File: src/design/krc_pkg.sv
`timescale 1ns / 1ps
`default_nettype none
// Shared types, codes and character tables for the key repeat character queue.
package krc_pkg;

  localparam int QUEUE_DEPTH_DEF = 16;
  localparam int NUM_KEYS_DEF = 49;

  localparam int CMDQ_DEPTH = 2;
  localparam int CMDQ_AW = 1;

  localparam logic [1:0] OP_KEY = 2'd0;
  localparam logic [1:0] OP_READ = 2'd1;
  localparam logic [1:0] OP_CLEAR = 2'd2;

  localparam logic [1:0] REG_REPEAT_DELAY = 2'd0;
  localparam logic [1:0] REG_REPEAT_INTERVAL = 2'd1;

  localparam logic [1:0] CMD_NONE = 2'd0;
  localparam logic [1:0] CMD_PUSH = 2'd1;
  localparam logic [1:0] CMD_POP = 2'd2;
  localparam logic [1:0] CMD_CLEAR = 2'd3;

  typedef struct packed {
    logic [1:0] kind;
    logic [7:0] ch;
  } cmd_t;

  function automatic logic [7:0] plain_char(input logic [5:0] k);
    logic [7:0] c;
    case (k)
      6'd0: c = 8'h31;  6'd1: c = 8'h32;  6'd2: c = 8'h33;  6'd3: c = 8'h34;
      6'd4: c = 8'h35;  6'd5: c = 8'h36;  6'd6: c = 8'h37;  6'd7: c = 8'h38;
      6'd8: c = 8'h39;  6'd9: c = 8'h30;  6'd10: c = 8'h2D; 6'd11: c = 8'h5E;
      6'd12: c = 8'h5C; 6'd13: c = 8'h51; 6'd14: c = 8'h57; 6'd15: c = 8'h45;
      6'd16: c = 8'h52; 6'd17: c = 8'h54; 6'd18: c = 8'h59; 6'd19: c = 8'h55;
      6'd20: c = 8'h49; 6'd21: c = 8'h4F; 6'd22: c = 8'h50; 6'd23: c = 8'h40;
      6'd24: c = 8'h5B; 6'd25: c = 8'h41; 6'd26: c = 8'h53; 6'd27: c = 8'h44;
      6'd28: c = 8'h46; 6'd29: c = 8'h47; 6'd30: c = 8'h48; 6'd31: c = 8'h4A;
      6'd32: c = 8'h4B; 6'd33: c = 8'h4C; 6'd34: c = 8'h3B; 6'd35: c = 8'h3A;
      6'd36: c = 8'h5D; 6'd37: c = 8'h5A; 6'd38: c = 8'h58; 6'd39: c = 8'h43;
      6'd40: c = 8'h56; 6'd41: c = 8'h42; 6'd42: c = 8'h4E; 6'd43: c = 8'h4D;
      6'd44: c = 8'h2C; 6'd45: c = 8'h2E; 6'd46: c = 8'h2F; 6'd47: c = 8'h7F;
      6'd48: c = 8'h20;
      default: c = 8'h00;
    endcase
    return c;
  endfunction

  function automatic logic [7:0] shift_char(input logic [5:0] k);
    logic [7:0] c;
    case (k)
      6'd0: c = 8'h21;  6'd1: c = 8'h22;  6'd2: c = 8'h23;  6'd3: c = 8'h24;
      6'd4: c = 8'h25;  6'd5: c = 8'h26;  6'd6: c = 8'h27;  6'd7: c = 8'h28;
      6'd8: c = 8'h29;  6'd9: c = 8'h00;  6'd10: c = 8'h3D; 6'd11: c = 8'h7E;
      6'd12: c = 8'h7C; 6'd13: c = 8'h71; 6'd14: c = 8'h77; 6'd15: c = 8'h65;
      6'd16: c = 8'h72; 6'd17: c = 8'h74; 6'd18: c = 8'h79; 6'd19: c = 8'h75;
      6'd20: c = 8'h69; 6'd21: c = 8'h6F; 6'd22: c = 8'h70; 6'd23: c = 8'h60;
      6'd24: c = 8'h7B; 6'd25: c = 8'h61; 6'd26: c = 8'h73; 6'd27: c = 8'h64;
      6'd28: c = 8'h66; 6'd29: c = 8'h67; 6'd30: c = 8'h68; 6'd31: c = 8'h6A;
      6'd32: c = 8'h6B; 6'd33: c = 8'h6C; 6'd34: c = 8'h2B; 6'd35: c = 8'h2A;
      6'd36: c = 8'h7D; 6'd37: c = 8'h7A; 6'd38: c = 8'h78; 6'd39: c = 8'h63;
      6'd40: c = 8'h76; 6'd41: c = 8'h62; 6'd42: c = 8'h6E; 6'd43: c = 8'h6D;
      6'd44: c = 8'h3C; 6'd45: c = 8'h3E; 6'd46: c = 8'h3F; 6'd47: c = 8'h5F;
      6'd48: c = 8'h20;
      default: c = 8'h00;
    endcase
    return c;
  endfunction

endpackage
`default_nettype wire

File: src/design/krc_front.sv
`timescale 1ns / 1ps
`default_nettype none
// Front end: accepts requests, runs the per-key repeat timers and issues queue commands.
module krc_front #(
  parameter int NUM_KEYS = krc_pkg::NUM_KEYS_DEF
) (
  input  wire logic         clk,
  input  wire logic         rst,
  input  wire logic         start,
  output logic              busy,
  input  wire logic [1:0]   operation,
  input  wire logic [5:0]   key_index,
  input  wire logic         key_pressed,
  input  wire logic         left_shift,
  input  wire logic         right_shift,
  input  wire logic         cfg_valid,
  input  wire logic [1:0]   cfg_index,
  input  wire logic [6:0]   cfg_data,
  input  wire logic         q_full,
  output logic              q_push,
  output krc_pkg::cmd_t     q_cmd
);
  import krc_pkg::*;

  localparam int KEY_AW = (NUM_KEYS > 1) ? $clog2(NUM_KEYS) : 1;
  localparam logic ST_IDLE = 1'b0;
  localparam logic ST_EXEC = 1'b1;

  logic                state;
  logic [6:0]          repeat_delay;
  logic [6:0]          repeat_interval;
  logic [7:0]          timer_mem [NUM_KEYS];
  logic [NUM_KEYS-1:0] timer_vld;
  logic [7:0]          timer_rd;
  logic                vld_rd;
  logic [1:0]          op;
  logic [5:0]          key;
  logic                pressed;
  logic                shift;
  logic                in_range;

  logic                accept;
  logic                in_range_now;
  logic [KEY_AW-1:0]   rd_addr;
  logic [KEY_AW-1:0]   wr_addr;
  logic [7:0]          t_cur;
  logic [8:0]          t_inc;
  logic [8:0]          limit;
  logic [7:0]          t_new;
  logic                emit;
  logic [7:0]          ch;
  logic                key_op;

  assign busy = (state == ST_EXEC) || q_full;
  assign accept = start && !busy;
  assign in_range_now = {1'b0, key_index} < 7'(NUM_KEYS);
  assign rd_addr = in_range_now ? key_index[KEY_AW-1:0] : '0;
  assign wr_addr = key[KEY_AW-1:0];

  assign key_op = (op == OP_KEY) && in_range;
  assign t_cur = vld_rd ? timer_rd : 8'd0;
  assign emit = (t_cur == 8'd0) || (t_cur == {1'b0, repeat_delay});
  assign ch = shift ? shift_char(key) : plain_char(key);
  assign t_inc = {1'b0, t_cur} + 9'd1;
  assign limit = {2'b00, repeat_delay} + {2'b00, repeat_interval};
  assign t_new = (t_inc >= limit) ? {1'b0, repeat_delay} : t_inc[7:0];

  always_comb begin
    q_push = (state == ST_EXEC);
    q_cmd.ch = ch;
    case (op)
      OP_KEY: q_cmd.kind = (key_op && pressed && emit && (ch != 8'd0)) ? CMD_PUSH : CMD_NONE;
      OP_READ: q_cmd.kind = CMD_POP;
      OP_CLEAR: q_cmd.kind = CMD_CLEAR;
      default: q_cmd.kind = CMD_NONE;
    endcase
  end

  always_ff @(posedge clk) begin
    if (rst) begin
      state <= ST_IDLE;
      repeat_delay <= 7'd20;
      repeat_interval <= 7'd4;
      timer_vld <= '0;
    end else begin
      if (cfg_valid) begin
        case (cfg_index)
          REG_REPEAT_DELAY: repeat_delay <= cfg_data;
          REG_REPEAT_INTERVAL: repeat_interval <= cfg_data;
          default: ;
        endcase
      end
      case (state)
        ST_IDLE: begin
          if (accept) begin
            state <= ST_EXEC;
          end
        end
        default: begin
          state <= ST_IDLE;
          if (key_op) begin
            timer_vld[wr_addr] <= 1'b1;
          end
        end
      endcase
    end
  end

  always_ff @(posedge clk) begin
    if (accept) begin
      op <= operation;
      key <= key_index;
      pressed <= key_pressed;
      shift <= left_shift ^ right_shift;
      in_range <= in_range_now;
      timer_rd <= timer_mem[rd_addr];
      vld_rd <= timer_vld[rd_addr];
    end
    if ((state == ST_EXEC) && key_op) begin
      timer_mem[wr_addr] <= pressed ? t_new : 8'd0;
    end
  end

endmodule
`default_nettype wire

File: src/design/krc_cmd_fifo.sv
`timescale 1ns / 1ps
`default_nettype none
// Short command queue between the front end and the character ring buffer.
module krc_cmd_fifo (
  input  wire logic         clk,
  input  wire logic         rst,
  input  wire logic         push,
  input  wire krc_pkg::cmd_t push_cmd,
  input  wire logic         pop,
  output logic              full,
  output logic              not_empty,
  output krc_pkg::cmd_t     head_cmd
);
  import krc_pkg::*;

  cmd_t               entries [CMDQ_DEPTH];
  logic [CMDQ_AW-1:0] wr_ptr;
  logic [CMDQ_AW-1:0] rd_ptr;
  logic [CMDQ_AW:0]   count;
  logic               do_push;
  logic               do_pop;

  assign full = (count == (CMDQ_AW + 1)'(CMDQ_DEPTH));
  assign not_empty = (count != '0);
  assign head_cmd = entries[rd_ptr];
  assign do_push = push && !full;
  assign do_pop = pop && not_empty;

  always_ff @(posedge clk) begin
    if (rst) begin
      wr_ptr <= '0;
      rd_ptr <= '0;
      count <= '0;
    end else begin
      if (do_push) begin
        wr_ptr <= wr_ptr + 1'b1;
      end
      if (do_pop) begin
        rd_ptr <= rd_ptr + 1'b1;
      end
      if (do_push && !do_pop) begin
        count <= count + 1'b1;
      end else if (do_pop && !do_push) begin
        count <= count - 1'b1;
      end
    end
  end

  always_ff @(posedge clk) begin
    if (do_push) begin
      entries[wr_ptr] <= push_cmd;
    end
  end

endmodule
`default_nettype wire

File: src/design/krc_back.sv
`timescale 1ns / 1ps
`default_nettype none
// Back end: character ring buffer that overwrites its oldest entry and drives results.
module krc_back #(
  parameter int QUEUE_DEPTH = krc_pkg::QUEUE_DEPTH_DEF
) (
  input  wire logic         clk,
  input  wire logic         rst,
  input  wire logic         cmd_valid,
  input  wire krc_pkg::cmd_t cmd,
  output logic              done,
  output logic [7:0]        read_char,
  output logic              read_valid,
  output logic              char_queued,
  output logic              oldest_dropped
);
  import krc_pkg::*;

  localparam int PTR_W = (QUEUE_DEPTH > 1) ? $clog2(QUEUE_DEPTH) : 1;

  logic [7:0]       char_mem [QUEUE_DEPTH];
  logic [7:0]       rd_data;
  logic [PTR_W-1:0] head_ptr;
  logic [PTR_W-1:0] tail_ptr;
  logic [PTR_W-1:0] head_adv;
  logic [PTR_W-1:0] tail_adv;
  logic             not_empty;

  function automatic logic [PTR_W-1:0] advance(input logic [PTR_W-1:0] p);
    return (p == PTR_W'(QUEUE_DEPTH - 1)) ? '0 : p + 1'b1;
  endfunction

  assign head_adv = advance(head_ptr);
  assign tail_adv = advance(tail_ptr);
  assign not_empty = (head_ptr != tail_ptr);
  assign read_char = read_valid ? rd_data : 8'd0;

  always_ff @(posedge clk) begin
    if (rst) begin
      head_ptr <= '0;
      tail_ptr <= '0;
      done <= 1'b0;
      read_valid <= 1'b0;
      char_queued <= 1'b0;
      oldest_dropped <= 1'b0;
    end else begin
      done <= cmd_valid;
      read_valid <= 1'b0;
      char_queued <= 1'b0;
      oldest_dropped <= 1'b0;
      if (cmd_valid) begin
        case (cmd.kind)
          CMD_PUSH: begin
            char_queued <= 1'b1;
            tail_ptr <= tail_adv;
            if (tail_adv == head_ptr) begin
              head_ptr <= head_adv;
              oldest_dropped <= 1'b1;
            end
          end
          CMD_POP: begin
            if (not_empty) begin
              read_valid <= 1'b1;
              head_ptr <= head_adv;
            end
          end
          CMD_CLEAR: begin
            head_ptr <= '0;
            tail_ptr <= '0;
          end
          default: ;
        endcase
      end
    end
  end

  always_ff @(posedge clk) begin
    if (cmd_valid && (cmd.kind == CMD_PUSH)) begin
      char_mem[tail_ptr] <= cmd.ch;
    end
    rd_data <= char_mem[head_ptr];
  end

endmodule
`default_nettype wire

File: src/design/key_repeat_char_fifo.sv
`timescale 1ns / 1ps
`default_nettype none
// Top level of the typematic key repeat front end with an overwriting character queue.
// An accepted request is registered by the front end, goes through the command queue,
// and its result is strobed by the done register of the back end; every request gives
// exactly one result. Busy holds off new requests during a hold timer read-modify-write.
// Reset clears the timers, the queue pointers and both repeat registers to their defaults.
// The receiver cannot stall; results are taken in the cycle that done is high.
module key_repeat_char_fifo #(
  parameter int QUEUE_DEPTH = krc_pkg::QUEUE_DEPTH_DEF,
  parameter int NUM_KEYS = krc_pkg::NUM_KEYS_DEF
) (
  input  wire logic       clk,
  input  wire logic       rst,
  input  wire logic       start,
  output logic            busy,
  input  wire logic [1:0] operation,
  input  wire logic [5:0] key_index,
  input  wire logic       key_pressed,
  input  wire logic       left_shift,
  input  wire logic       right_shift,
  input  wire logic       cfg_valid,
  output logic            cfg_ready,
  input  wire logic [1:0] cfg_index,
  input  wire logic [6:0] cfg_data,
  output logic            done,
  output logic [7:0]      read_char,
  output logic            read_valid,
  output logic            char_queued,
  output logic            oldest_dropped
);
  import krc_pkg::*;

  logic q_full;
  logic q_push;
  logic q_not_empty;
  cmd_t q_in;
  cmd_t q_out;

  assign cfg_ready = 1'b1;

  krc_front #(
    .NUM_KEYS(NUM_KEYS)
  ) u_front (
    .clk(clk),
    .rst(rst),
    .start(start),
    .busy(busy),
    .operation(operation),
    .key_index(key_index),
    .key_pressed(key_pressed),
    .left_shift(left_shift),
    .right_shift(right_shift),
    .cfg_valid(cfg_valid),
    .cfg_index(cfg_index),
    .cfg_data(cfg_data),
    .q_full(q_full),
    .q_push(q_push),
    .q_cmd(q_in)
  );

  krc_cmd_fifo u_fifo (
    .clk(clk),
    .rst(rst),
    .push(q_push),
    .push_cmd(q_in),
    .pop(q_not_empty),
    .full(q_full),
    .not_empty(q_not_empty),
    .head_cmd(q_out)
  );

  krc_back #(
    .QUEUE_DEPTH(QUEUE_DEPTH)
  ) u_back (
    .clk(clk),
    .rst(rst),
    .cmd_valid(q_not_empty),
    .cmd(q_out),
    .done(done),
    .read_char(read_char),
    .read_valid(read_valid),
    .char_queued(char_queued),
    .oldest_dropped(oldest_dropped)
  );

  a_one_kind: assert property (@(posedge clk) disable iff (rst)
    !(read_valid && char_queued))
    else $error("A result both popped and queued a character.");

  a_drop_needs_write: assert property (@(posedge clk) disable iff (rst)
    oldest_dropped |-> char_queued)
    else $error("A character was dropped without a write.");

  a_flags_need_done: assert property (@(posedge clk) disable iff (rst)
    (read_valid || char_queued) |-> done)
    else $error("Result flags were raised outside a result cycle.");

  a_accept_busy: assert property (@(posedge clk) disable iff (rst)
    (start && !busy) |=> busy)
    else $error("The front end did not hold off the next request.");

endmodule
`default_nettype wire

File: config.mk
export PLATFORM = sky130hd
export DESIGN_NAME = key_repeat_char_fifo
export DESIGN_NICKNAME = d
export VERILOG_FILES = /design/src/design/krc_pkg.sv /design/src/design/krc_front.sv /design/src/design/krc_cmd_fifo.sv /design/src/design/krc_back.sv /design/src/design/key_repeat_char_fifo.sv
export SDC_FILE = /design/constraint.sdc
export NUM_CORES = 1
export LEC_CHECK = 0
export BUFFER_PORTS_ARGS = -buffer_cell sky130_fd_sc_hd__buf_2
export CORE_UTILIZATION = 45
export CTS_BUF_LIST = sky130_fd_sc_hd__clkbuf_16
export DETAILED_ROUTE_END_ITERATION = 8
export GPL_ROUTABILITY_DRIVEN = 0
export PLACE_DENSITY = 0.62
export SYNTH_ARGS = -nofsm -noshare
export SYNTH_HDL_FRONTEND = slang
export SYNTH_SLANG_ARGS = --single-unit
File: constraint.sdc
create_clock -name clk -period 6.5 [get_ports clk]
set_input_delay 0.65 -clock clk [delete_from_list [all_inputs] [get_ports clk]]
set_output_delay 0.65 -clock clk [all_outputs]
set_load 0.02 [all_outputs]
=== After elaboration in Yosys (flattened, before gate mapping) ===
Memory sizes are Yosys's and may differ from the RTL's. A register that Yosys moved wholly into a read port is not among the register bits.
Cells that the tools add are included.

* Register bits after elaboration: 92
* Bits in read-only memories: 896
* Output and inout port bits: 14
* Logic and storage cells: 124
* RAM bits: 540
* Memories kept: 5

{| class="wikitable"
|+ Memories
! memory !! words !! width !! rd ports !! clocked after Yosys merged registers in !! write ports !! line !! source
|-
| (name not given) || 64 || 7 || 1 || 1 || 0 || krc_pkg.sv:31 || <nowiki>case (k)</nowiki>
|-
| (name not given) || 64 || 7 || 1 || 1 || 0 || krc_pkg.sv:52 || <nowiki>case (k)</nowiki>
|-
| u_front.timer_mem || 49 || 8 || 1 || 1 || 1 || krc_front.sv:32 || <nowiki>logic [7:0] timer_mem [NUM_KEYS];</nowiki>
|-
| u_back.char_mem || 16 || 8 || 1 || 1 || 1 || krc_back.sv:21 || <nowiki>logic [7:0] char_mem [QUEUE_DEPTH];</nowiki>
|-
| u_fifo.entries || 2 || 10 || 1 || 1 || 1 || krc_cmd_fifo.sv:16 || <nowiki>cmd_t entries [CMDQ_DEPTH];</nowiki>
|}

* Reduce and logical (&&, ||, !) cells: 34
* Multiplexer cells: 34
* Add/subtract/negate cells: 8
* Eq/ne operators: 14
* Bitwise gates (word level): 5
* Magnitude comparators: 5

{| class="wikitable"
|+ Operators by type and width
! cell !! count
|-
| $or A49 B49 Y49 || 1
|-
| $mux W8 || 5
|-
| $mux W6 || 3
|-
| $mux W4 || 4
|-
| $mux W1 || 15
|-
| $lt A6 B7 Y1 const B || 2
|-
| $pmux W4 S3 || 1
|-
| $logic_and A1 B1 Y1 || 11
|-
| $add A8 B1 Y9 const B || 1
|-
| $ge A9 B9 Y1 || 1
|-
| $add A4 B1 Y4 const B || 2
|-
| $add A7 B7 Y8 || 1
|-
| $eq A2 B2 Y1 const B || 4
|-
| $eq A4 B4 Y1 const B || 2
|-
| $eq A8 B7 Y1 || 1
|-
| $logic_not A8 Y1 || 1
|-
| $pmux W4 S2 || 1
|-
| $reduce_and A2 Y1 || 4
|-
| $reduce_bool A8 Y1 || 1
|-
| $bmux W1 S6 || 1
|-
| $demux W1 S6 || 1
|-
| $eq A2 B1 Y1 const B || 3
|-
| $ge A6 B1 Y1 const B || 1
|-
| $lt A6 B6 Y1 const B || 1
|-
| 18 further kinds || 32
|}

=== Logic depth before layout (Yosys ltp) ===
Gate-level depths: netlist (run 1).

* Depth in word-level cells: 7
* Mapped depth: 14

=== Cells and area by module ===
Synthesis (run 1) repeated with hierarchy kept, for this count alone.

* Cells, all modules: 1965
* Area, all modules: 27596.5 um^2

{| class="wikitable"
|+ Modules (own cells, without submodules)
! module !! cells an instance !! times used !! area an instance (um^2)
|-
| krc_front || 1570 || 1 || 20699.9
|-
| krc_back || 337 || 1 || 5947.0
|-
| krc_cmd_fifo || 56 || 1 || 938.4
|-
| key_repeat_char_fifo || 2 || 1 || 11.3
|}

=== Worst setup path after synthesis (run 1) ===
No wires, ideal clock.

* Path type: register -> register
* Start: reg u_front.repeat_delay[0]
* End: mem u_front.timer_mem[0][0] (data pin)
* Setup slack: 0.850 ns
* Period minus slack after synthesis: 5.650 ns
* Path buffers: 0
* Required time: 5.863 ns
* Library setup time: 0.637 ns
* Arrival: 5.012 ns
* Cell stages (with the launch flop): 15
* Cells stage by stage: dfxtp_1 > ha_1 > fa_1 > a21oi_1 > nor2_1 > nor2_1 > o21bai_1 > a21oi_1 > xor2_1 > ha_1 > nand4_1 > o21bai_1 > a221oi_1 > a21oi_1 > a311oi_1

* Cells in the longest elaborated chain, start to end: 4

{| class="wikitable"
|+ Ends and longest elaborated chain
! item !! line !! source
|-
| start: declaration || krc_front.sv:30 || <nowiki>logic [6:0] repeat_delay;</nowiki>
|-
| start signal: assignment || krc_front.sv:88 || <nowiki>REG_REPEAT_DELAY: repeat_delay <= cfg_data;</nowiki>
|-
| $add A7 B7 Y8 || krc_front.sv:65 || <nowiki>assign limit = {2'b00, repeat_delay} + {2'b00, repeat_interval};</nowiki>
|-
| $ge A9 B9 Y1 || krc_front.sv:66 || <nowiki>assign t_new = (t_inc >= limit) ? {1'b0, repeat_delay} : t_inc[7:0];</nowiki>
|-
| $mux W8 * || krc_front.sv:66 ||
|-
| $mux W8 * || krc_front.sv:120 || <nowiki>timer_mem[wr_addr] <= pressed ? t_new : 8'd0;</nowiki>
|-
| end: declaration || krc_front.sv:32 ||
|}

Mark *: on every way between the ends. The rest lies on a longest branch, timed or not.

=== Worst setup path after layout (run 1) ===
* Start: reg u_front.repeat_delay[0]
* End: mem u_front.timer_mem[17][5] (data pin)

* Cells in the longest elaborated chain, start to end: 4

{| class="wikitable"
|+ Ends and longest elaborated chain
! item !! line
|-
| $add A7 B7 Y8 || krc_front.sv:65
|-
| $ge A9 B9 Y1 || krc_front.sv:66
|-
| $mux W8 || krc_front.sv:66
|-
| $mux W8 || krc_front.sv:120
|}

Every way passes these cells.

==> impl_metrics.json, run 1 <==
{
  "drive_gt1_frac": 0.1269,
  "numCtsBuffers": 67,
  "rsz0062_at_grt": "no",
  "place_ws_ps": 1444,
  "hold_viol_final": 0,
  "area_delta_synth_final_pct": 11.29,
  "drc": 0,
  "clk_pin_slew_worst_paths_ps": 60,
  "cp_max_fo": 49,
  "grt_max_degree": 95,
  "synth.area.top_cells": "edfxtp_1 (61%), dfxtp_1 (7.3%), mux2i_1 (5.4%), mux4_2 (3.4%), nor2_1 (2.9%)",
  "root_buffer": "clkbuf_16",
  "min_path_type": "in -> reg",
  "ys_seq_elements": 639,
  "p_comb_frac": 0.135,
  "fmax_ghz": 0.1983,
  "start_util": 0.4589,
  "core_area_um2": 58250,
  "die_area_um2": 60380,
  "grt_first_pass_wirelength_um": 99300,
  "post_cts_resize_count": 0,
  "critPathLaunchType": "flop",
  "endpoint": "u_front.timer_mem[17][5]$_DFFE_PP_",
  "worst-slew-pin-transition_ps": 1255,
  "clk_latency_ps": 620,
  "drt-pass1-iter-count": 6,
  "yosysTopAreaCell": "edfxtp_1",
  "die_x_um": 245.7,
  "required_ps": 6730,
  "dp.cells": 2620,
  "synth_edf_count": 542,
  "fin_ws_ps": 1456,
  "clockPowerShare": 0.371,
  "setup_violations": 0,
  "ios": 38,
  "dpl.hpwl_um": 40420,
  "wl_per_cell_um": 23.92,
  "r2r_end": "u_front.timer_mem[17][5]$_DFFE_PP_",
  "worstHoldStart": "key_pressed",
  "instances_no_fill": 2743,
  "crit_arrival_ps": 5280,
  "fin_nets": 1980,
  "fin_crit_sh": 0.7760,
  "gr-usage-all-layers": 0.2199,
  "cts_tree": "built",
  "antennaDiodeCount": 0,
  "synthCells": 1909,
  "die_y_um": 245.7,
  "yosysTopAreaCellShare": 0.6088,
  "avgSynthCellArea_um2": 14.00,
  "ys.warnings.count": 0,
  "vdd_drop_max_mv": 0.2284,
  "p_switching_uw": 2616,
  "cp-end-kind": "flop",
  "num-fill-cells": 4862,
  "netlist_area_um2": 26730,
  "swShare": 0.2637,
  "grt-ovfl-total": 0,
  "yosys_most_used_dff": "edfxtp_1",
  "cts_setup_buffers": 0,
  "status": "complete, no violations",
  "antenna_left": 0,
  "maxCapViolations": 0,
  "power_density_nw_per_um2": 333.5,
  "reg2reg_slack_ps": 1460,
  "r2r-start": "u_front.repeat_delay[0]$_SDFFE_PP0P_",
  "antenna_found_initial": 0,
  "vias": 16210,
  "power_frac_seq": 0.494,
  "p_leak_uw": 0.01019,
  "worstRegToRegCells": 14,
  "viasPerCell": 5.909,
  "p_int_uw": 7306,
  "drt_iter0_drc": 1697,
  "final_cell_mix": "edfxtp_1 (542), nor2_1 (203), nand2_1 (152)",
  "yosysUniqueCellTypes": 85,
  "syn_nets": 1965,
  "htreeDepth": 3,
  "whs_ps": 252.2,
  "ctsHoldBuffers": 0,
  "port_buffers": 35,
  "cts_sinks": 639,
  "rows": 88,
  "ys_seq_area_frac": 0.6815,
  "finalClockSkew_ps": 33.74,
  "min_period_ps": 5044,
  "final_common_cell": "edfxtp_1",
  "grt_pass1_vias": 15570,
  "slew_headroom": 0.1636,
  "path_class": "reg -> reg",
  "clockBufferDepth": 3,
  "drv_slew": 0,
  "setup_tns_ps": 0,
  "crit_start": "u_front.repeat_delay[0]$_SDFFE_PP0P_",
  "wl_um": 65600,
  "synthArstFlopShare": 0
}
## critical path, cell delays in order (launching register included)
cell,delay [ps]
dfxtp_1,360
ha_1,220
fa_1,410
a21oi_1,170
nor2_1,60
nor2_1,150
o21bai_1,80
a21oi_1,190
xor2_1,190
ha_1,270
nand4_1,90
o21bai_1,100
a221oi_1,1050
nand3_1,280
a21oi_4,1020
## power groups by stage
stage | logic, uW | registers (uW) | clock network, uW
detailed placement | 1340 | 4990 | 0
global route | 1460 | 4920 | 3900
floorplan | 953 | 4920 | 0
global placement | 1310 | 4990 | 0
CTS | 1350 | 4900 | 3730
finish | 1340 | 4900 | 3680
## cells by family after synthesis
| family | after synthesis | synth area share |
|---|---|---|
| buf+inv | 139 | 0.02387 |
| mux | 210 | 0.09909 |
| other cells | 2 | 0.0002809 |
| flops | 639 | 0.6815 |
| simple gates | 536 | 0.08977 |
| xor+xnor | 30 | 0.009829 |
| fa+ha+maj | 32 | 0.01526 |
| compound gates | 321 | 0.08041 |
## worst min-delay path by stage
stage | cells past startpoint | end
detailed placement | 0 | u_fifo.entries[1][2]$_DFFE_PP_
global route | 1 | u_front.pressed$_DFFE_PP_
global placement | 0 | u_fifo.entries[0][2]$_DFFE_PP_
finish | 1 | u_front.pressed$_DFFE_PP_
floorplan | 2 | u_front.timer_vld[14]$_SDFFE_PP0P_
CTS | 1 | u_front.pressed$_DFFE_PP_
## routing by layer
| layer | vias up | part of all wire | GRT usage |
|---|---|---|---|
| li1 | 7285 | - | - |
| met1 | 8150 | 0.43 | 0.3045 |
| met2 | 674 | 0.48 | 0.3565 |
| met3 | 100 | 0.070 | 0.03896 |
| met4 | 0 | 0.023 | 0.05919 |
| met5 | - | 0 | 0 |
## metrics by stage
step	util	power [uW]	cell area [um2]
after global placement	0.4745	6292	27640
after detailed placement	0.4745	6329	27640
after global routing	0.5108	10270	29750
final	0.5108	9922	29750
after CTS	0.5108	9982	29750
after floorplan	-	5877	26730
## cell usage after synthesis, types with 12 or more instances
library cell	number
mux2_2	19
and3_1	12
xnor2_1	14
a221oi_1	14
clkbuf_1	52
buf_2	39
mux4_2	40
nor2_1	203
a21oi_1	87
mux2i_1	145
nor4_1	12
nor3_1	22
xor2_1	16
dfxtp_1	97
o221ai_1	16
edfxtp_1	542
o22ai_1	38
o21ai_1	16
ha_1	31
nand3_1	67
nand2_1	152
o21ai_0	43
and2_1	15
inv_1	19
## state kept, by name, summed over array words and instances (netlist names), 2 cells and up, named ones only
| register | count |
|---|---|
| u_front.timer_rd | 8 |
| u_back.char_mem | 112 |
| u_front.repeat_interval | 7 |
| u_front.repeat_delay | 7 |
| u_back.head_ptr | 4 |
| u_back.rd_data | 7 |
| u_front.timer_vld | 49 |
| u_front.timer_mem | 392 |
| u_fifo.entries | 18 |
| u_front.op | 2 |
| u_fifo.count | 2 |
| u_front.key | 6 |
| u_back.tail_ptr | 4 |
## layout make-up
cell class | count | area [um2] | share of cell area
sequential | 639 | 18220 | 0.6124
tap | 765 | 957.2 | 0.03217
clock buffer | 69 | 1727 | 0.05804
inverter | 24 | 90.09 | 0.003028
clock inverter | 54 | 382.9 | 0.01287
timing repair buffer | 61 | 387.9 | 0.01304
multi-input combinational | 1131 | 7986 | 0.2685
Power figures use the tool's default switching activity.
==> run 2, diff against run 1 <==
--- a/config.mk
+++ b/config.mk
@@ -10,7 +10,7 @@
 export CTS_BUF_LIST = sky130_fd_sc_hd__clkbuf_16
 export DETAILED_ROUTE_END_ITERATION = 8
 export GPL_ROUTABILITY_DRIVEN = 0
-export PLACE_DENSITY = 0.62
+export PLACE_DENSITY = 0.64
 export SYNTH_ARGS = -nofsm -noshare
 export SYNTH_HDL_FRONTEND = slang
 export SYNTH_SLANG_ARGS = --single-unit
==> constraint.sdc (replaced) <==
create_clock -name clk -period 4.1 [get_ports clk]
set_input_delay 0.41 -clock clk [delete_from_list [all_inputs] [get_ports clk]]
set_output_delay 0.41 -clock clk [all_outputs]
set_load 0.02 [all_outputs]
==> run 2 against run 1 <==
Effect of this change:
- first-iteration DRC count decreased by 10%
- register-to-register slack worse by 1200 ps
- critical endpoint is now u_front.timer_mem[4][5]$_DFFE_PP_
- power is 60% higher
- worst hold slack got worse by 220 ps
- final area grew 2.0%
- via count down 0.15%
- clock skew decreased by 9.5 ps
- flip-flop and latch count unchanged
==> impl_metrics.json, run 2 (synthesis results as in run 1) <==
{
  "status": "complete, no violations",
  "worstRegToRegCells": 15,
  "rsz0062_at_grt": "no",
  "antenna_left": 0,
  "drive_gt1_frac": 0.1485,
  "largest_register": "u_front.timer_mem",
  "drt_iter0_drc": 1522,
  "min_period_ps": 3833,
  "required_ps": 4440,
  "fin_crit_sh": 0.9350,
  "final_cell_mix": "edfxtp_1 (542), nor2_1 (203), nand2_1 (152)",
  "reg2reg_slack_ps": 270,
  "viasPerCell": 5.797,
  "grt_first_pass_wirelength_um": 96540,
  "worstHoldPathCells": 1,
  "antennaDiodeCount": 0,
  "core_area_um2": 58250,
  "grt_max_degree": 50,
  "fin_ws_ps": 266.5,
  "drc": 0,
  "clockBufferDepth": 3,
  "cts_tree": "built",
  "worstHoldStart": "operation[1]",
  "power_density_nw_per_um2": 524.1,
  "place_ws_ps": -38.93,
  "htreeDepth": 3,
  "cts_sinks": 639,
  "clk_latency_ps": 610,
  "top_regs": "u_front.timer_mem (392), u_back.char_mem (112), u_front.timer_vld (49)",
  "largest_reg_flops": 392,
  "numCtsBuffers": 66,
  "start_util": 0.4589,
  "grt-ovfl-total": 0,
  "cp_max_fo": 29,
  "drv_slew": 0,
  "wl_per_cell_um": 22.76,
  "dpl.hpwl_um": 40570,
  "root_buffer": "clkbuf_16",
  "die_x_um": 245.7,
  "gr-usage-all-layers": 0.2125,
  "finalClockSkew_ps": 24.21,
  "slew_headroom": 0.2298,
  "crit_arrival_ps": 4180,
  "die_area_um2": 60380,
  "clk_pin_slew_worst_paths_ps": 60,
  "power_uw": 15900,
  "r2r-start": "u_front.repeat_delay[0]$_SDFFE_PP0P_",
  "holdPathEnd": "u_front.op[1]$_DFFE_PP_",
  "path_class": "reg -> reg",
  "die_y_um": 245.7,
  "min_path_type": "in -> reg",
  "wl_um": 63550,
  "vdd_drop_max_mv": 0.4379,
  "fmax_ghz": 0.2609,
  "fin_util": 0.5208,
  "antenna_found_initial": 0,
  "fin_nets": 2030,
  "vias": 16180,
  "grt_pass1_vias": 15820,
  "r2r_end": "u_front.timer_mem[4][5]$_DFFE_PP_",
  "whs_ps": 33.43,
  "ios": 38,
  "area_delta_synth_final_pct": 13.48,
  "drt-pass1-iter-count": 5,
  "cp-end-kind": "flop",
  "p_leak_uw": 0.01048,
  "final_common_cell": "edfxtp_1",
  "rows": 88,
  "worst-slew-pin-transition_ps": 1151,
  "hold_viol_final": 0,
  "setup_violations": 0,
  "port_buffers": 35,
  "maxCapViolations": 0,
  "critPathLaunchType": "flop"
}
-- run 2: worst max path at each step --
| stage | start | endpoint |
|---|---|---|
| detailed placement | u_front.vld_rd$_DFFE_PP_ | u_front.timer_mem[5][5]$_DFFE_PP_ |
| CTS | u_front.vld_rd$_DFFE_PP_ | u_front.timer_mem[31][5]$_DFFE_PP_ |
| global route | u_front.repeat_delay[0]$_SDFFE_PP0P_ | u_front.timer_mem[46][6]$_DFFE_PP_ |
| finish | u_front.repeat_delay[0]$_SDFFE_PP0P_ | u_front.timer_mem[4][5]$_DFFE_PP_ |
| global placement | u_front.vld_rd$_DFFE_PP_ | u_front.timer_mem[5][5]$_DFFE_PP_ |
| floorplan | u_front.vld_rd$_DFFE_PP_ | u_front.timer_mem[0][0]$_DFFE_PP_ |
-- run 2: through the flow --
step           cell area, um2  setup TNS (ps)  cells
5_1_grt                 30330               0   2792
3_5_place_dp            28080           -1039   2665
2_1_floorplan           26800               0   1909
6_report                30330               0   2792
3_3_place_gp            28080               0   2665
4_1_cts                 30280               0   2788
-- run 2: power by group --
group	switching, uW	internal, uW	total (uW)
combinational	1430	808	2240
clock	2480	3400	5880
sequential	191	7590	7780
-- run 2: worst max-delay path, stage by stage, from the launching register on --
cell and delay [ps]:
dfxtp_1 360, ha_1 220, fa_1 400, a21oi_1 180, nor2_1 60, nor2_1 160
o21bai_1 80, a21oi_1 190, xor2_1 190, ha_1 270, nand4_1 80, o21bai_1 120
a221o_1 500, o21ai_4 380, a21oi_4 160, buf_12 220
-- run 2: layout make-up --
cell class,count,area [um2]
Timing Repair Buffer,111,877.1
Inverter,24,90.09
Multi-Input combinational cell,1132,8044
Tap cell,765,957.2
Clock inverter,50,370.4
Clock buffer,71,1777
Sequential cell,639,18220
Fill cell,4805,27910
-- run 2: timing repair --
item | CTS | global route
resized for setup | 4 | 4
cloned | 1 | 0
setup endpoints to repair | 29 | 186
setup buffers | 0 | 4
hold buffers | 1 | 0
pin swaps | 1 | 2
endpoints found under the hold margin | 1 | 0
-- run 2: per-layer routing --
layer	up-vias	global-route usage	wire length [um]
met5	-	0.006536	0
met4	0	0.08148	2313
met3	121	0.04060	3882
met2	580	0.3485	30690
met1	8092	0.2786	26660
li1	7391	-	-
==> run 3, diff against run 2 <==
--- a/config.mk
+++ b/config.mk
@@ -7,10 +7,10 @@
 export LEC_CHECK = 0
 export BUFFER_PORTS_ARGS = -buffer_cell sky130_fd_sc_hd__buf_2
 export CORE_UTILIZATION = 45
-export CTS_BUF_LIST = sky130_fd_sc_hd__clkbuf_16
+export CTS_BUF_LIST = sky130_fd_sc_hd__clkbuf_4
 export DETAILED_ROUTE_END_ITERATION = 8
 export GPL_ROUTABILITY_DRIVEN = 0
-export PLACE_DENSITY = 0.64
+export PLACE_DENSITY = 0.62
 export SYNTH_ARGS = -nofsm -noshare
 export SYNTH_HDL_FRONTEND = slang
 export SYNTH_SLANG_ARGS = --single-unit
==> constraint.sdc (replaced) <==
create_clock -name clk -period 3.7 [get_ports clk]
set_input_delay 0.37 -clock clk [delete_from_list [all_inputs] [get_ports clk]]
set_output_delay 0.37 -clock clk [all_outputs]
set_load 0.02 [all_outputs]
==> run 3 against run 2 <==
Effect of this change:
- flip-flop and latch count did not move
- first-iteration DRC count fell by 12%
- highest routed layer unchanged
- clock-buffer cell count rose by 195
- final cell count rose by 9.1%
- non-clock buffer count rose by 64
- setup slack got worse by 120 ps
- clock skew rose by 48 ps
- core utilization rose by 1.2 points
- combinational power rose by 18%
- critical path depth rose by 1
- global-route usage rose by 0.81 points
==> impl_metrics.json, run 3 (synthesis results as in run 1) <==
{
  "drc": 0,
  "clk_pin_slew_worst_paths_ps": 70,
  "grt-ovfl-total": 0,
  "slowest_stage": "a221oi_4",
  "crit_arrival_ps": 4330,
  "status": "complete, no violations",
  "die_y_um": 245.7,
  "drive_gt1_frac": 0.2338,
  "critPathLaunchType": "flop",
  "drv_slew": 0,
  "slowest_delay_ps": 400,
  "root_buffer": "clkbuf_4",
  "cp_max_fo": 24,
  "critical_path.cell_chain": "ha_4, fa_2, a21oi_2, nor2_1, nor2_1, o21bai_1, a21oi_1, xor2_1, ha_1, nand4_1, o21bai_2, a221oi_4, a21oi_2, a311oi_4, buf_12, buf_6",
  "power_density_nw_per_um2": 561.3,
  "vdd_drop_max_mv": 0.4186,
  "cp-end-kind": "flop",
  "min_period_ps": 3551,
  "grt_first_pass_wirelength_um": 99320,
  "gr-usage-all-layers": 0.2206,
  "wl_um": 66110,
  "largest_register": "u_front.timer_mem",
  "drt-pass1-iter-count": 5,
  "top_regs": "u_front.timer_mem (392), u_back.char_mem (112), u_front.timer_vld (49)",
  "instances_no_fill": 3046,
  "fmax_ghz": 0.2816,
  "core_area_um2": 58250,
  "viasPerCell": 5.574,
  "place_area_um2": 28440,
  "min_path_type": "in -> reg",
  "worstHoldStart": "key_index[0]",
  "cts_sinks": 639,
  "antenna_found_initial": 2,
  "crit_start": "u_front.repeat_delay[0]$_SDFFE_PP0P_",
  "r2r-start": "u_front.repeat_delay[0]$_SDFFE_PP0P_",
  "dpl.hpwl_um": 42590,
  "ios": 38,
  "p_leak_uw": 0.01101,
  "cts_tree": "built",
  "fin_crit_sh": 0.9598,
  "largest_reg_flops": 392,
  "rsz0062_at_grt": "yes",
  "grt_max_degree": 50,
  "whs_ps": 104.6,
  "wl_per_cell_um": 21.70,
  "final_common_cell": "edfxtp_1",
  "area_delta_synth_final_pct": 16.12,
  "path_class": "reg -> reg",
  "vias": 16980,
  "worst-slew-pin-transition_ps": 1065,
  "grt_pass1_vias": 16860,
  "numCtsBuffers": 166,
  "required_ps": 4480,
  "num-fill-cells": 4871,
  "fin_nets": 2193,
  "cp_top_family": "compound AO/OA/AOI/OAI gates",
  "hold_viol_final": 0,
  "fin_area_um2": 31040,
  "finalClockSkew_ps": 72.34,
  "drt_iter0_drc": 1337,
  "dp.cells": 2697,
  "port_buffers": 35,
  "clockBufferDepth": 3,
  "antenna_left": 0,
  "worst-path-buf-inv": 2,
  "die_area_um2": 60380,
  "die_x_um": 245.7,
  "rows": 88,
  "clk_latency_ps": 1020,
  "start_util": 0.4589,
  "setup_violations": 0,
  "htreeDepth": 4,
  "final_cell_mix": "edfxtp_1 (542), clkbuf_4 (266), nor2_1 (202)",
  "slew_headroom": 0.2833,
  "maxCapViolations": 0
}
## run 3: metal layers
metal / GRT usage / routed length (um) / share of wire / vias to the layer above
li1: - / - / - / 7848
met1: 0.2813 / 27690 / 0.42 / 8417
met2: 0.3658 / 32850 / 0.50 / 594
met3: 0.04747 / 3825 / 0.058 / 118
met4: 0.08787 / 1743 / 0.026 / 0
met5: 0 / 0 / 0 / -
## run 3: path summary, 6_finish.rpt
check | endpoint | slack, ps | cells after the start
worst min register to register | u_fifo.entries[0][0]$_DFFE_PP_ | 450 | 0
worst max-delay path | u_front.timer_mem[15][0]$_DFFE_PP_ | 150 | 16
worst max register to register | u_front.timer_mem[15][0]$_DFFE_PP_ | 150 | 16
worst min-delay path | u_front.key[0]$_DFFE_PP_ | 100 | 2
## run 3: timing repair
| action | 4_1_cts | 5_1_grt |
|---|---|---|
| endpoints found under the setup margin | 0 | 275 |
| endpoints found under the hold margin | 40 | 0 |
| hold buffers | 29 | 0 |
| setup buffers | 0 | 6 |
| resized for setup | 0 | 1 |
## run 3: final cells by class
class / count / area (um2) / share of cell area
flip-flops and latches: 639 / 18220 / 0.5870
multi-input cells: 1131 / 8064 / 0.2598
clock buffers: 266 / 1997 / 0.06433
repair buffers: 175 / 1489 / 0.04797
well taps: 765 / 957.2 / 0.03084
clock inverters: 40 / 207.7 / 0.006691
inverters: 24 / 90.09 / 0.002902
diodes: 6 / 15.01 / 0.0004837
## run 3: metrics by stage
step | total power, uW | util | setup TNS [ps] | setup WS [ps]
6_report | 17420 | 0.5329 | 0 | 148.6
3_3_place_gp | 11250 | 0.4884 | 0 | 228.5
3_5_place_dp | 11300 | 0.4884 | 0 | 190.2
2_1_floorplan | 10380 | - | -1919 | -39.17
5_1_grt | 18180 | 0.5329 | -2406 | -57.47
4_1_cts | 17500 | 0.5312 | 0 | 161.4
## run 3: report_power, final
group	switching (uW)	total (uW)	internal [uW]	leakage, uW
combinational	1650	2640	994	0.00393
clock	2840	6170	3330	0.00132
sequential	207	8610	8400	0.00575
total	4700	17400	12700	0.0110
